### src/rtl/lvp_pkg.sv
// ----------------------------------------------------------------------------
// lvp_pkg: shared types and constants of the latched video RAM and palette
// Request and result payloads, the decoded request that passes from the
// front end to the back end, and the color intensity table.
// ----------------------------------------------------------------------------
package lvp_pkg;

  localparam int FS_AW         = 16;
  localparam int PAL_AW        = 10;
  localparam int BANK_W        = 2;
  localparam int PENS_PER_BANK = 256;
  localparam int PEN_W         = $clog2(PENS_PER_BANK);

  localparam logic [3:0] REQ_WIN_RD   = 4'd0;
  localparam logic [3:0] REQ_WIN_WR   = 4'd1;
  localparam logic [3:0] REQ_LAT_RD   = 4'd2;
  localparam logic [3:0] REQ_LAT_WR   = 4'd3;
  localparam logic [3:0] REQ_ADDR_HI  = 4'd4;
  localparam logic [3:0] REQ_ADDR_LO  = 4'd5;
  localparam logic [3:0] REQ_MASK     = 4'd6;
  localparam logic [3:0] REQ_PAL_RD   = 4'd7;
  localparam logic [3:0] REQ_PAL_WR   = 4'd8;
  localparam logic [3:0] REQ_BANK     = 4'd9;
  localparam logic [3:0] REQ_PIXEL    = 4'd10;
  localparam logic [3:0] REQ_SCAN_CAP = 4'd11;
  localparam logic [3:0] REQ_SCAN_RD  = 4'd12;

  localparam logic CFG_MASKED_MODE = 1'b0;
  localparam logic CFG_SCREEN_FLIP = 1'b1;

  localparam logic [7:0]       LED_MASK  = 8'hfc;
  localparam logic [7:0]       MASK_INIT = 8'hff;
  localparam logic [FS_AW-1:0] FLIP_MASK = 16'hffff;

  localparam logic [7:0] LEVEL_TABLE [16] = '{
    8'h00, 8'h12, 8'h24, 8'h49,
    8'h12, 8'h24, 8'h49, 8'h92,
    8'h5b, 8'h6d, 8'h92, 8'hdb,
    8'h7f, 8'h91, 8'hb6, 8'hff
  };

  typedef struct packed {
    logic [3:0]  req_type;
    logic [14:0] bus_addr;
    logic [7:0]  bus_data;
    logic [13:0] crtc_ma;
    logic [4:0]  crtc_ra;
    logic [7:0]  pixel_x;
  } req_t;

  typedef struct packed {
    logic [7:0] read_data;
    logic [7:0] red;
    logic [7:0] green;
    logic [7:0] blue;
    logic [7:0] led_bits;
  } rsp_t;

  typedef enum logic [2:0] {
    K_NONE,
    K_FRD,
    K_FWR,
    K_PRD,
    K_PWR,
    K_PIX
  } kind_t;

  typedef struct packed {
    kind_t              kind;
    logic [FS_AW-1:0]   fs_addr;
    logic [PAL_AW-1:0]  pal_addr;
    logic [BANK_W-1:0]  bank;
    logic [7:0]         data;
    logic [7:0]         mask;
    logic               masked;
    logic [7:0]         rd;
    logic [7:0]         led;
  } entry_t;

endpackage

### src/rtl/lvp_queue.sv
// ----------------------------------------------------------------------------
// lvp_queue: decoded request queue
// A small FIFO that decouples the front end from the memory back end.
// ----------------------------------------------------------------------------
module lvp_queue #(
  parameter int DEPTH = 2
) (
  input  logic            clk,
  input  logic            rst,
  input  logic            push,
  input  lvp_pkg::entry_t push_entry,
  output logic            full,
  input  logic            pop,
  output lvp_pkg::entry_t head,
  output logic            empty
);

  localparam int PW = $clog2(DEPTH);
  localparam int CW = $clog2(DEPTH + 1);

  lvp_pkg::entry_t slots [DEPTH];
  logic [PW-1:0]   wr_ptr;
  logic [PW-1:0]   rd_ptr;
  logic [CW-1:0]   count;

  assign full  = (count == CW'(DEPTH));
  assign empty = (count == '0);
  assign head  = slots[rd_ptr];

  always_ff @(posedge clk) begin
    if (push) begin
      slots[wr_ptr] <= push_entry;
    end
  end

  always_ff @(posedge clk) begin
    if (rst) begin
      wr_ptr <= '0;
      rd_ptr <= '0;
      count  <= '0;
    end else begin
      if (push) begin
        wr_ptr <= (wr_ptr == PW'(DEPTH - 1)) ? '0 : wr_ptr + 1'b1;
      end
      if (pop) begin
        rd_ptr <= (rd_ptr == PW'(DEPTH - 1)) ? '0 : rd_ptr + 1'b1;
      end
      if (push && !pop) begin
        count <= count + 1'b1;
      end else if (pop && !push) begin
        count <= count - 1'b1;
      end
    end
  end

endmodule

### config.mk
export PLATFORM = sky130hd
export DESIGN_NAME = lvp_queue
export DESIGN_NICKNAME = d
export VERILOG_FILES = /design/src/rtl/lvp_pkg.sv /design/src/rtl/lvp_queue.sv
export SDC_FILE = /design/constraint.sdc
export NUM_CORES = 1
export LEC_CHECK = 0
export ABC_AREA = 0
export BUFFER_PORTS_ARGS = -buffer_cell sky130_fd_sc_hd__buf_2
export CAP_MARGIN = 5
export CORE_ASPECT_RATIO = 0.7
export CORE_MARGIN = 3
export CORE_UTILIZATION = 45
export DETAILED_ROUTE_END_ITERATION = 8
export PLACE_DENSITY = 0.7
export SLEW_MARGIN = 20
export SYNTH_ARGS = -nofsm -noshare
export SYNTH_HDL_FRONTEND = slang
export SYNTH_SLANG_ARGS = --single-unit
### constraint.sdc
create_clock -name clk -period 5.2 [get_ports clk]
set_input_delay 0.78 -clock clk [delete_from_list [all_inputs] [get_ports clk]]
set_output_delay 0.78 -clock clk [all_outputs]
set_load 0.005 [all_outputs]
---- Word level (Yosys, flattened, before mapping) ----
Memory sizes are Yosys's and may differ from the RTL's. A register that Yosys moved wholly into a read port is not among the register bits.
Index checks and enable logic that the tools add are counted.
storage, ports and cells
  register bits after elaboration ......... 4
  bits in writable memories ............... 128
  input port bits ......................... 68
  output and inout port bits .............. 66
  logic and storage cells ................. 23
  memories ................................ 1
memory list
  name   depth  bits a word  read ports  clocked after memory_dff  wr ports  line             RTL
  slots  2      64           1           1                         1         lvp_queue.sv:21  lvp_pkg::entry_t slots [DEPTH];
operators by class
  $add $sub $neg .......................... 4
  equal/unequal tests ..................... 1
  muxes and demuxes ....................... 8
  reduce and logical (&&, ||, !) cells .... 6
operators by type and width
  operator               number
  $mux W1                6
  $mux W2                2
  $add A1 B1 Y1 const B  2
  $add A2 B1 Y2 const B  1
  $eq A2 B2 Y1 const B   1
  $logic_and A1 B1 Y1    2
  $logic_not A1 Y1       2
  $logic_not A2 Y1       1
  $reduce_bool A2 Y1     1
  $sub A2 B1 Y2 const B  1

---- Depth between registers and ports, before layout ----
  word-level depth ........................ 4
  gate-level depth with buffers ........... 5
  gate-level depth less buffers ........... 5

---- Worst setup path before layout ----
No wires, ideal clock.
  kind .................................... input to register
  from .................................... input push
  to ...................................... memory slots[0][0] (netlist name), enable pin
  setup time .............................. 0.494 ns
  arrival ................................. 3.594 ns
  data required time ...................... 4.706 ns
  slack ................................... 1.112 ns
  cell stages on the path ................. 1
  buffers on the path ..................... 0
  path through ............................ nor2b_1
between the ends
  word-level cells in the longest chain between the ends .. 2
ends and longest elaborated chain
  element                        line             RTL
  start: declaration             lvp_queue.sv:10  input logic push,
  $mux W1                        lvp_queue.sv:31  if (push) begin
  $mux W1 (not written as such)  lvp_queue.sv:32  slots[wr_ptr] <= push_entry;
  end: declaration               lvp_queue.sv:21
Every way passes these cells.

==> flow_metrics.py <==
metrics = {
    "critical_path": {
        "worstSetupEndpointType": "output pin",
        "crit_path_start_kind": "flip-flop",
        "reg2reg_depth": 2,
        "crit_path_top_delay_cell": "dfxtp_2",
        "critical-path-top-delay-family": "flip-flops",
        "cp_cell_sequence": "buf_4, mux2_2, buf_2",
        "cp_max_fo": 35,
        "r2r-end": "slots[1][13]",
        "r2r_start": "wr_ptr",
        "rrSetupSlack_ns": 3.16,
        "worst-path-buf-inv": 2,
        "slowest_delay_ns": 0.79,
        "required_ns": 4.42,
        "worst-setup-path-type": "reg -> out",
        "worst_ep_arrival_time_ns": 2.30,
    },
    "final_layout": {
        "area_growth_pct": 29.6,
        "mostFrequentLayoutCell": "buf_2",
        "mostFrequentLayoutCells": "buf_2, edfxtp_1, mux2_2",
        "layout.nets": 438,
        "seq_area_um2": 3950,
        "diodes": 0,
        "drive_gt1_frac": 0.599,
        "fillerInstances": 794,
        "multiInputGateArea_um2": 833,
    },
    "synthesis": {
        "syn_nets": 290,
        "syn_avg_cell_area_um2": 21.9,
        "yosysUniqueCellTypes": 16,
        "synth-seq-area-share": 0.814,
        "synth_seq_cells": 133,
        "syn-cell-area_um2": 4850,
        "synthTopCellsByArea": "edfxtp_1, mux2_2, dfxtp_1, buf_6, nor2_1",
        "synth_top_area_share": 0.793,
        "synth.largest_area_cell": "edfxtp_1",
        "synthesis.instances": 221,
        "yosysWarnings": 0,
    },
    "min_path": {
        "hold_depth": 2,
        "holdPathEnd": "count[1]",
        "hp-class": "reg -> reg",
        "holdCritStartpoint": "count[1]",
    },
    "floorplanning": {
        "core_um2": 10400,
        "fp.dieW_um": 130,
        "die_h_um": 92.8,
        "rows": 31,
        "die-area_um2": 12100,
        "ios": 134,
        "start_util": 0.465,
    },
    "clock_network": {
        "clock_sinks": 133,
        "postCtsSetupBuffers": 0,
        "cts_tree": "done",
        "clock_path_buffers": 2,
        "cts_made_buffers": 17,
        "clkLatencyLatePin_ns": 0.41,
        "cts-root-buf": "clkbuf_16",
        "hold_buffers": 0,
        "clkTransAtPathRegs_ns": 0.05,
        "htreeDepth": 4,
        "cts_resized": 0,
    },
    "drt": {
        "dr.max_layer_used": "met4",
        "drcViolationCount": 0,
        "drt_iter0_drc": 139,
        "via_per_inst": 4.83,
        "postRouteAntennaNets": 0,
        "routed-wl-met3_um": 897,
        "num_vias": 2484,
        "wl_met1_um": 3870,
        "wl_met2_um": 3980,
        "wl_per_cell_um": 17.1,
        "postRouteWirelength_um": 8800,
        "drt_first_pass_iters": 4,
    },
    "flow_run": {
        "maxCapViolations": 0,
    },
    "grt": {
        "antenna_found_initial": 0,
        "grt_max_degree": 38,
        "grt_pass1_wl_um": 13300,
        "grtUsageTotal": 0.149,
        "grt-ovfl-total": 0,
        "grt_pass1_vias": 2626,
    },
    "power_and_ir_drop": {
        "power_frac_comb": 0.079,
        "netSwitchingFraction": 0.192,
        "peakVddDrop_mv": 0.249,
        "p_int_mw": 2.26,
        "switching_power_uw": 536,
        "p_clk_frac": 0.464,
        "leakagePower_nw": 2.39,
        "p_per_area_nw_per_um2": 445,
        "power_frac_seq": 0.456,
        "power_mw": 2.80,
    },
    "placed_design": {
        "hpwl_um": 5740,
        "place_congestion": 0.738,
        "port_buffers": 133,
    },
    "sta": {
        "max-slew-margin-rel": 0.409,
        "drv_slew": 0,
        "fmax_ghz": 0.325,
        "min_period_over_period": 0.591,
        "layout_min_cycle_time_ns": 3.08,
        "hold_viol": 0,
        "rsz0062_at_grt": "false",
        "worst_slew_pin_slew_ns": 0.886,
        "setup_violations": 0,
        "finClkSkew_ns": 0.00802,
        "finalSetupTns_ns": 0,
    },
    "outcome": {
        "outcome": "complete, no violations",
    },
}
-- flip-flops by register name (all words and copies together), names as in the netlist, named ones only --
signal,cells
wr_ptr,1
rd_ptr,1
count,2
slots,128
-- synth_stat cells --
library cell  instances
a21oi_1               1
and2_1                1
and2b_2               1
buf_4                 1
buf_6                 6
dfxtp_1               5
edfxtp_1            128
ha_1                  1
inv_1                 1
mux2_2               64
nor2_1                5
nor2b_1               1
o21ai_0               1
or3_1                 1
xnor2_1               2
xor2_1                2
-- metal layers --
metal,vias up,GRT usage
met3,5,0.0795
li1,1168,-
met2,100,0.221
met4,0,0.0415
met5,-,0
met1,1211,0.190
-- how the worst max path moves through the flow --
stage	startpoint	endpoint	slack, ns	depth (start not counted)
detailed placement	flip-flop	head[60]	2.50	3
CTS	flip-flop	head[60]	2.06	3
floorplan	push	slots[0][0]	1.11	1
global placement	flip-flop	head[60]	2.51	3
finish	flip-flop	head[48]	2.12	3
global route	flip-flop	head[33]	2.00	3
-- cells by family (layout without fill, tap and decap cells) --
logic type,after synthesis,count (layout),share of synthesized area
compound gates,2,2,0.00206
xor+xnor,4,4,0.00723
fa+ha+maj,1,1,0.00258
buf+inv,8,169,0.0163
flops,133,133,0.814
mux,64,64,0.149
simple gates,9,9,0.00955
-- worst register-to-register path: stages (launching register included) --
cell     delay [ns]
dfxtp_1        0.39
and2_2         0.77
buf_4          0.51
-- cell type report --
type | count | share of cell area
clock buffers | 20 | 0.0695
clock inverters | 12 | 0.0331
inverters | 1 | 0.000598
multi-input cells | 80 | 0.133
flip-flops and latches | 133 | 0.628
well taps | 132 | 0.0263
repair buffers | 136 | 0.110
-- through the flow --
stage	hold WS, ns	area, um^2	worst slack, ns	utilization	cells
CTS	0.513	6280	2.06	0.602	514
floorplan	0.461	4850	1.11	-	221
detailed placement	0.509	5640	2.50	0.540	482
global placement	0.478	5640	2.51	0.540	482
global route	0.541	6280	2.00	0.602	514
finish	0.516	6280	2.12	0.602	514
-- power by group through the flow --
stage	Clock (mW)	Sequential (mW)	Combinational (mW)
global placement	0	1.29	0.222
finish	1.30	1.28	0.222
global route	1.37	1.28	0.244
floorplan	0	1.29	0.131
CTS	1.32	1.28	0.228
detailed placement	0	1.30	0.226
Power figures use the tool's default switching activity.
