==> src/rtl/lvp_pkg.sv <==
// ----------------------------------------------------------------------------
// lvp_pkg: shared types and constants of the latched video RAM and palette
// Request and result payloads, the decoded request that passes from the
// front end to the back end, and the color intensity table.
// ----------------------------------------------------------------------------
package lvp_pkg;

  localparam int FS_AW         = 16;
  localparam int PAL_AW        = 10;
  localparam int BANK_W        = 2;
  localparam int PENS_PER_BANK = 256;
  localparam int PEN_W         = $clog2(PENS_PER_BANK);

  localparam logic [3:0] REQ_WIN_RD   = 4'd0;
  localparam logic [3:0] REQ_WIN_WR   = 4'd1;
  localparam logic [3:0] REQ_LAT_RD   = 4'd2;
  localparam logic [3:0] REQ_LAT_WR   = 4'd3;
  localparam logic [3:0] REQ_ADDR_HI  = 4'd4;
  localparam logic [3:0] REQ_ADDR_LO  = 4'd5;
  localparam logic [3:0] REQ_MASK     = 4'd6;
  localparam logic [3:0] REQ_PAL_RD   = 4'd7;
  localparam logic [3:0] REQ_PAL_WR   = 4'd8;
  localparam logic [3:0] REQ_BANK     = 4'd9;
  localparam logic [3:0] REQ_PIXEL    = 4'd10;
  localparam logic [3:0] REQ_SCAN_CAP = 4'd11;
  localparam logic [3:0] REQ_SCAN_RD  = 4'd12;

  localparam logic CFG_MASKED_MODE = 1'b0;
  localparam logic CFG_SCREEN_FLIP = 1'b1;

  localparam logic [7:0]       LED_MASK  = 8'hfc;
  localparam logic [7:0]       MASK_INIT = 8'hff;
  localparam logic [FS_AW-1:0] FLIP_MASK = 16'hffff;

  localparam logic [7:0] LEVEL_TABLE [16] = '{
    8'h00, 8'h12, 8'h24, 8'h49,
    8'h12, 8'h24, 8'h49, 8'h92,
    8'h5b, 8'h6d, 8'h92, 8'hdb,
    8'h7f, 8'h91, 8'hb6, 8'hff
  };

  typedef struct packed {
    logic [3:0]  req_type;
    logic [14:0] bus_addr;
    logic [7:0]  bus_data;
    logic [13:0] crtc_ma;
    logic [4:0]  crtc_ra;
    logic [7:0]  pixel_x;
  } req_t;

  typedef struct packed {
    logic [7:0] read_data;
    logic [7:0] red;
    logic [7:0] green;
    logic [7:0] blue;
    logic [7:0] led_bits;
  } rsp_t;

  typedef enum logic [2:0] {
    K_NONE,
    K_FRD,
    K_FWR,
    K_PRD,
    K_PWR,
    K_PIX
  } kind_t;

  typedef struct packed {
    kind_t              kind;
    logic [FS_AW-1:0]   fs_addr;
    logic [PAL_AW-1:0]  pal_addr;
    logic [BANK_W-1:0]  bank;
    logic [7:0]         data;
    logic [7:0]         mask;
    logic               masked;
    logic [7:0]         rd;
    logic [7:0]         led;
  } entry_t;

endpackage

==> src/rtl/lvp_front.sv <==
// ----------------------------------------------------------------------------
// lvp_front: request front end
// Accepts requests, updates the address, mask, bank, LED and scanline
// latches, and forms a decoded request with resolved addresses.
// ----------------------------------------------------------------------------
module lvp_front (
  input  logic            clk,
  input  logic            rst,
  input  logic            req_valid,
  output logic            req_stall,
  input  lvp_pkg::req_t   req,
  input  logic            cfg_wen,
  input  logic            cfg_index,
  input  logic            cfg_data,
  input  logic            q_full,
  input  logic            clearing,
  output logic            push,
  output lvp_pkg::entry_t push_entry
);

  logic       masked_mode;
  logic       screen_flip;
  logic [7:0] address_high;
  logic [7:0] address_low;
  logic [7:0] write_mask;
  logic [1:0] active_bank;
  logic [7:0] led_register;
  logic [7:0] scanline_register;

  logic [7:0] address_high_next;
  logic [7:0] address_low_next;
  logic [7:0] write_mask_next;
  logic [1:0] active_bank_next;
  logic [7:0] led_register_next;
  logic [7:0] scanline_register_next;
  logic [lvp_pkg::FS_AW-1:0] pixel_addr;

  assign req_stall = q_full || clearing;
  assign push      = req_valid && !req_stall;

  assign pixel_addr = {req.crtc_ma[9:5], req.crtc_ra[2:0], req.pixel_x}
                      ^ (screen_flip ? lvp_pkg::FLIP_MASK : '0);

  always_comb begin
    address_high_next      = address_high;
    address_low_next       = address_low;
    write_mask_next        = write_mask;
    active_bank_next       = active_bank;
    led_register_next      = led_register;
    scanline_register_next = scanline_register;

    push_entry          = '0;
    push_entry.kind     = lvp_pkg::K_NONE;
    push_entry.pal_addr = req.bus_addr[lvp_pkg::PAL_AW-1:0];
    push_entry.bank     = active_bank;
    push_entry.data     = req.bus_data;
    push_entry.mask     = write_mask;
    push_entry.masked   = masked_mode;

    unique case (req.req_type)
      lvp_pkg::REQ_WIN_RD: begin
        push_entry.kind    = lvp_pkg::K_FRD;
        push_entry.fs_addr = {address_high[7], req.bus_addr};
      end
      lvp_pkg::REQ_WIN_WR: begin
        push_entry.kind    = lvp_pkg::K_FWR;
        push_entry.fs_addr = {address_high[7], req.bus_addr};
      end
      lvp_pkg::REQ_LAT_RD: begin
        push_entry.kind    = lvp_pkg::K_FRD;
        push_entry.fs_addr = {address_high, address_low};
      end
      lvp_pkg::REQ_LAT_WR: begin
        push_entry.kind    = lvp_pkg::K_FWR;
        push_entry.fs_addr = {address_high, address_low};
      end
      lvp_pkg::REQ_ADDR_HI:  address_high_next = req.bus_data;
      lvp_pkg::REQ_ADDR_LO:  address_low_next  = req.bus_data;
      lvp_pkg::REQ_MASK:     write_mask_next   = req.bus_data;
      lvp_pkg::REQ_PAL_RD:   push_entry.kind   = lvp_pkg::K_PRD;
      lvp_pkg::REQ_PAL_WR:   push_entry.kind   = lvp_pkg::K_PWR;
      lvp_pkg::REQ_BANK: begin
        active_bank_next  = req.bus_data[1:0];
        led_register_next = ~req.bus_data & lvp_pkg::LED_MASK;
      end
      lvp_pkg::REQ_PIXEL: begin
        push_entry.kind    = lvp_pkg::K_PIX;
        push_entry.fs_addr = pixel_addr;
      end
      lvp_pkg::REQ_SCAN_CAP: scanline_register_next = {req.crtc_ma[9:5], req.crtc_ra[2:0]};
      lvp_pkg::REQ_SCAN_RD:  push_entry.rd = scanline_register;
      default: ;
    endcase

    push_entry.led = led_register_next;
  end

  always_ff @(posedge clk) begin
    if (rst) begin
      masked_mode       <= 1'b0;
      screen_flip       <= 1'b0;
      address_high      <= '0;
      address_low       <= '0;
      write_mask        <= lvp_pkg::MASK_INIT;
      active_bank       <= '0;
      led_register      <= '0;
      scanline_register <= '0;
    end else begin
      if (cfg_wen) begin
        if (cfg_index == lvp_pkg::CFG_MASKED_MODE) begin
          masked_mode <= cfg_data;
        end
        if (cfg_index == lvp_pkg::CFG_SCREEN_FLIP) begin
          screen_flip <= cfg_data;
        end
      end
      if (push) begin
        address_high      <= address_high_next;
        address_low       <= address_low_next;
        write_mask        <= write_mask_next;
        active_bank       <= active_bank_next;
        led_register      <= led_register_next;
        scanline_register <= scanline_register_next;
      end
    end
  end

endmodule

==> config.mk <==
export PLATFORM = sky130hd
export DESIGN_NAME = lvp_front
export DESIGN_NICKNAME = d
export VERILOG_FILES = /design/src/rtl/lvp_pkg.sv /design/src/rtl/lvp_front.sv
export SDC_FILE = /design/constraint.sdc
export NUM_CORES = 1
export LEC_CHECK = 0
export ABC_CLOCK_PERIOD_IN_PS = 3000
export BUFFER_PORTS_ARGS = -buffer_cell sky130_fd_sc_hd__buf_2
export CAP_MARGIN = 40
export CORE_MARGIN = 3
export CORE_UTILIZATION = 29
export CTS_BUF_LIST = sky130_fd_sc_hd__clkbuf_16
export DETAILED_ROUTE_END_ITERATION = 10
export PLACE_DENSITY = 0.55
export SYNTH_ARGS = -nofsm -noshare
export SYNTH_HDL_FRONTEND = slang
export SYNTH_SLANG_ARGS = --single-unit
==> constraint.sdc <==
create_clock -name clk -period 3 [get_ports clk]
set_input_delay 0.3 -clock clk [delete_from_list [all_inputs] [get_ports clk]]
set_output_delay 0.3 -clock clk [all_outputs]
set_load 0.02 [all_outputs]
# Yosys cells after proc, flatten, opt, wreduce, memory -nomap -nowiden
# Cells that the tools add are included.
# W data, S select, Z words.
dict set report word_totals {
  reg_bits 44
  in_bits 62
}
dict set report classes {
  n_eq_ne 12
  muxes 5
  bitwise 3
  n_reduce_logical 15
}
# cell n
set op_table {}
lappend op_table {{$pmux W16 S3} 1}
lappend op_table {{$eq A4 B4 Y1 const B} 5}
lappend op_table {{$eq A4 B3 Y1 const B} 4}
lappend op_table {{$mux W16} 1}
lappend op_table {{$mux W8} 2}
lappend op_table {{$xor A16 B16 Y16} 1}
lappend op_table {{$pmux W3 S5} 1}
lappend op_table {{$reduce_and A2 Y1} 7}
lappend op_table {{$eq A4 B2 Y1 const B} 2}
lappend op_table {{$not A8 Y8} 1}
lappend op_table {{$reduce_or A2 Y1} 4}
lappend op_table {{$eq A4 B1 Y1 const B} 1}
lappend op_table {{$logic_not A4 Y1} 1}
lappend op_table {{$logic_and A1 B1 Y1} 1}
lappend op_table {{$logic_not A1 Y1} 1}
lappend op_table {{$logic_or A1 B1 Y1} 1}
lappend op_table {{$not A1 Y1} 1}

# Longest topological paths before layout
# Gate-level depths: netlist of run 1.
dict set report depth {
  word_depth 4
  mapped_depth 6
}

# Worst setup path before layout of run 1
# No wires, ideal clock.
dict set report synth_timing {
  path_type {input to output}
  from {in req[50] (netlist bit)}
  to {out push_entry[49] (netlist bit)}
  t_arrival_ps 1919
  setup_slack_ps 781
  cell_stages 5
  n_path_buf 2
  path_cell_list {buf_2 nor3b_1 nand2_1 clkbuf_1 o22ai_1}
}
# item line
set synth_lines {}
lappend synth_lines {{start: declaration} lvp_front.sv:11} ;# input lvp_pkg::req_t req,
lappend synth_lines {{end: declaration} lvp_front.sv:18} ;# output lvp_pkg::entry_t push_entry

==> results of run 1 <==
sequential cells by signal, indices dropped and copies added (netlist names):
register           flops
address_high           8
address_low            8
led_register           8
scanline_register      8
write_mask             8
active_bank            2
masked_mode            1
screen_flip            1
final cells by class:
class,count,area share [%]
inverters,3,0.342
clock buffers,5,3.81
well taps,108,4.11
multi-input cells,210,44.8
clock inverters,3,1.18
repair buffers,119,18.9
flip-flops and latches,44,26.8
cells in the mapped netlist (all sizes together), types with 3 or more instances:
library cell / instances / area share (%)
a211oi: 6 / 1.7
a21oi: 22 / 4.2
and2: 9 / 2.1
buf: 32 / 8.8
clkbuf: 12 / 1.7
dfxtp: 44 / 33
inv: 3 / 0.43
mux2i: 42 / 16
nand2: 4 / 0.57
nand2b: 36 / 8.5
nand4: 8 / 1.9
nor2: 24 / 3.7
nor2b: 4 / 0.95
nor3b: 3 / 0.85
o21ai: 8 / 1.5
o22ai: 17 / 4.0
xnor2: 16 / 5.3
cell families (layout without fill, tap and decap cells):
family | count (synthesis) | in the layout | synth area share (%)
mux | 42 | 42 | 15.9
flops | 44 | 44 | 33.4
compound gates | 54 | 54 | 11.7
buf+inv | 47 | 130 | 11.0
simple gates | 98 | 98 | 22.7
xor+xnor | 16 | 16 | 5.31
routing by layer:
| metal | part of all wire [%] | global-route usage (%) | up-vias | wire, um |
|---|---|---|---|---|
| met5 | 0 | 0 | - | 0 |
| met4 | 0.62 | 3.68 | 0 | 45 |
| met3 | 4.7 | 2.41 | 2 | 339 |
| met2 | 51 | 24.4 | 61 | 3700 |
| met1 | 44 | 18.1 | 1103 | 3210 |
| li1 | - | - | 1183 | - |
worst min-delay path, cell delays in order:
cell and delay [ps]:
buf_2 90, mux2i_1 60, nor2_1 80
power by group through the flow:
| stage | sequential (W) | clock [W] | combinational, W |
|---|---|---|---|
| after floorplan | 0.000603 | 0 | 0.000163 |
| after global placement | 0.000607 | 0 | 0.000228 |
| after detailed placement | 0.000604 | 0 | 0.000239 |
| after CTS | 0.000591 | 0.000629 | 0.000240 |
| after global routing | 0.000591 | 0.000646 | 0.000258 |
| final | 0.000591 | 0.000606 | 0.000236 |
how the worst min path moves through the flow:
| stage | depth (start not counted) | endpoint | slack [ps] |
|---|---|---|---|
| floorplan | 1 | led_register[2]$_SDFFE_PP0P_ | 400 |
| global placement | 2 | scanline_register[0]$_SDFFE_PP0P_ | 450 |
| detailed placement | 2 | active_bank[1]$_SDFFE_PP0P_ | 460 |
| CTS | 3 | masked_mode$_SDFFE_PP0P_ | 280 |
| global route | 2 | led_register[7]$_SDFFE_PP0P_ | 300 |
| finish | 3 | masked_mode$_SDFFE_PP0P_ | 290 |
through the flow:
stage,total power (W),hold WS (ps),std cells
5_1_grt,0.00150,299,492
2_1_floorplan,0.000765,397,301
3_5_place_dp,0.000843,460,484
4_1_cts,0.00146,283,492
3_3_place_gp,0.000836,454,482
6_report,0.00143,290,492
==> out/qor.yml, run 1 <==
status: "finished clean"
min_from: "cfg_data"
grt_max_degree: 50
rsz0062_at_grt: "no"
p_switching_w: 0.000361
synth_edf_count: 0
syn_inst: 301
cp_num_cells: 4
avgViaCountPerCell: 4.77
clk_latency_ps: 280
diodes: 0
die_w_um: 101
antenna_found_initial: 0
final_cell_mix: "116 x buf_2, 44 x dfxtp_1, 42 x mux2i_1"
cp.required_ps: 2700
p_comb_share_pct: 16.5
fin_util_pct: 37.5
cp-end-kind: "primary output"
finalWeightedCongestion: 0.713
multi_input_comb_area_um2: 1470
grt_usage_pct: 14.1
io_buffers: 116
setup_viol: 0
num_rows: 34
power_frac_clock_pct: 42.3
ant_nets: 0
finClkSkew_ps: 0
drv_slew: 0
cts_buffers: 5
cap_violations: 0
clk_pin_slew_ps: 60
htree_levels: 2
fin_crit_sh_pct: 71.0
final_nets: 445
cp-endpoint: "push_entry[54]"
power_frac_seq_pct: 41.2
min_path_type: "input port to flop"
cts_tree: "yes"
async_flop_share_pct: 0
coreArea_um2: 8760
ys_types: 29
r2r-start: "screen_flip$_SDFFE_PP0P_"
grt_pass1_wl_um: 11300
worst_pin_slew_ps: 710
detailed_place.area_um2: 3120
overflow: 0
crit_buf_inv: 2
ys_warn_count: 0
arrival_ps: 1830
crit_top_cell: "buf_2"
slowest_stage: "nand2_1"
p_int_w: 0.00107
worstSetupPathType: "input port to primary output"
ios: 128
clock-sinks: 44
cts_setup_buffers: 0
holdBufCountCts: 0
ys_ff_latch: 44
final_common_cell: "buf_2"
grt_pass1_vias: 2201
clk_root_buffer_cell: "clkbuf_16"
post-dp-hpwl_um: 5410
syn_area_um2: 2640
worst_slack_ps: 871
cp_slowest_stage_delay_ps: 540
crit_start: "req[51]"
max_freq_mhz: 470
nFillCells: 921
wl_per_cell_um: 14.8
initial_core_util_pct: 30.1
dr.pass1.iters: 4
cp-start-kind: "input port"
regArea_um2: 881
cp_top_family: "buffers and inverters"
routed_wl_um: 7290
power_density_nw_per_um2: 436
rr_worst_depth: 3
p_leak_nw: 1.38
ir_drop_mv: 0.203
area_delta_synth_final_pct: 24.7
swShare_pct: 25.2
design_area_um2: 3290
drive_above_1_share_pct: 34.9
fin_tns_setup_ps: 0
drc: 0
r2r_slack_ps: 2020
fin_crit_ps: 2130
ys_seq_area_share_pct: 33.4
critical_path.cell_chain: "buf_2, nand2_1, o22ai_1, buf_2"
vias: 2349
relSlewSlack_pct: 52.5
post_cts_resized: 0
cp_max_fo: 24
place_ws_ps: 829
die_y_um: 101
avgSynthCellArea_um2: 8.76
syn-num-nets: 363
hold_violations: 0
synth_top_flop_cell: "dfxtp_1"
reg2reg_to: "screen_flip$_SDFFE_PP0P_"
clk_path_buf_depth: 2
die_area_um2: 10300
drt_iter0_drc: 71
Power figures use the tool's default switching activity.
==> run 2: changes to the inputs <==
Settings changed: ABC_CLOCK_PERIOD_IN_PS 3000 to 1900, PLACE_DENSITY 0.55 to 0.57.
Clock period 3 ns to 1.9 ns, I/O delays scaled along.
==> out/qor.yml, run 2 (synthesis gave the netlist of run 1 again) <==
die_area_um2: 10300
clk_path_buf_depth: 2
fin_tns_setup_ps: 0
grt_usage_pct: 14.4
rsz0062_at_grt: "no"
holdBufCountCts: 0
die_w_um: 101
grt_pass1_vias: 2273
fin_crit_sh_pct: 90.7
grt_max_degree: 35
cp_top_family: "buffers and inverters"
drive_above_1_share_pct: 36.0
ios: 128
routed_wl_um: 7450
power_w: 0.00211
cp-end-kind: "primary output"
overflow: 0
crit_top_cell: "buf_2"
avgViaCountPerCell: 4.78
cp-start-kind: "input port"
area_delta_synth_final_pct: 25.1
htree_levels: 2
clk_pin_slew_ps: 60
drv_slew: 0
p_leak_nw: 1.39
power_density_nw_per_um2: 640
cts_setup_buffers: 0
clk_root_buffer_cell: "clkbuf_16"
clk_latency_ps: 280
relSlewSlack_pct: 58.3
min_path_type: "input port to flop"
nFillCells: 931
cp_max_fo: 17
finalWeightedCongestion: 0.759
clock-sinks: 44
worstSetupPathType: "input port to primary output"
crit_buf_inv: 2
ant_nets: 0
dr.pass1.iters: 4
max_freq_mhz: 580
cts_buffers: 5
post_cts_resized: 0
cap_violations: 0
finClkSkew_ps: 0
arrival_ps: 1530
hold_violations: 0
status: "finished clean"
drc: 0
grt_pass1_wl_um: 11600
ir_drop_mv: 0.366
initial_core_util_pct: 30.1
final_nets: 451
vias: 2374
wl_per_cell_um: 15.0
die_y_um: 101
post-dp-hpwl_um: 5620
cp_slowest_stage_delay_ps: 490
slowest_stage: "nand2_1"
diodes: 0
cp.required_ps: 1710
io_buffers: 116
setup_viol: 0
worst_pin_slew_ps: 623
fin_crit_ps: 1720
num_rows: 34
drt_iter0_drc: 67
coreArea_um2: 8760
final_cell_mix: "116 x buf_2, 44 x dfxtp_1, 42 x mux2i_1"
cts_tree: "yes"
final_common_cell: "buf_2"
critical_path.cell_chain: "buf_2, nand2_1, o22ai_1, buf_2"
antenna_found_initial: 0
==> run 2: cell types whose count changed in the layout (fill, tap and decap cells not counted), sizes merged <==
cell | previous run | this run
bufinv | 1 | 0
buf | 119 | 125
==> run 2: layer usage <==
| metal | routed length, um | part of all wire, % | vias up | global-route usage (%) |
|---|---|---|---|---|
| met3 | 317 | 4.3 | 6 | 2.62 |
| met4 | 84 | 1.1 | 0 | 3.17 |
| met5 | 0 | 0 | - | 0 |
| li1 | - | - | 1200 | - |
| met1 | 3440 | 46 | 1104 | 19.6 |
| met2 | 3610 | 48 | 64 | 23.8 |
==> run 2: path summary, 6_finish.rpt <==
check                                                   from                      endpoint  slack [ps]  cells after the start
worst max-delay path                                 req[51]                push_entry[60]         180                      4
worst min-delay path                                cfg_data      masked_mode$_SDFFE_PP0P_         170                      3
worst max register to register      screen_flip$_SDFFE_PP0P_      screen_flip$_SDFFE_PP0P_         930                      3
worst min register to register  led_register[0]$_SDFFE_PP0P_  led_register[0]$_SDFFE_PP0P_         470                      1
==> run 2: worst reg2reg max path, cell delays in order (launching register included) <==
cell,delay (ps)
dfxtp_1,510
buf_12,200
nand2_1,60
a21oi_1,130
==> run 2: report_power, final <==
part	switching, W	internal, W
registers	0.00000506	0.000928
logic	0.000224	0.000155
clock network	0.000328	0.000472
==> run 2: final cells by class <==
cell class / instances / area [um^2] / area share, %
clock buffers: 5 / 125 / 3.79
clock inverters: 2 / 8.76 / 0.265
inverters: 3 / 11.3 / 0.341
multi-input cells: 210 / 1480 / 44.8
flip-flops and latches: 44 / 881 / 26.7
well taps: 108 / 135 / 4.09
repair buffers: 125 / 661 / 20.0
==> run 2: per-stage QoR <==
step / cells / area (um^2) / hold slack, ps / utilization (%) / setup WS, ps
floorplan: 301 / 2640 / 287 / - / 187
global placement: 490 / 3170 / 439 / 36.1 / 184
detailed placement: 490 / 3170 / 457 / 36.1 / 162
CTS: 497 / 3300 / 166 / 37.7 / 169
global route: 497 / 3300 / 182 / 37.7 / 30.6
finish: 497 / 3300 / 168 / 37.7 / 176
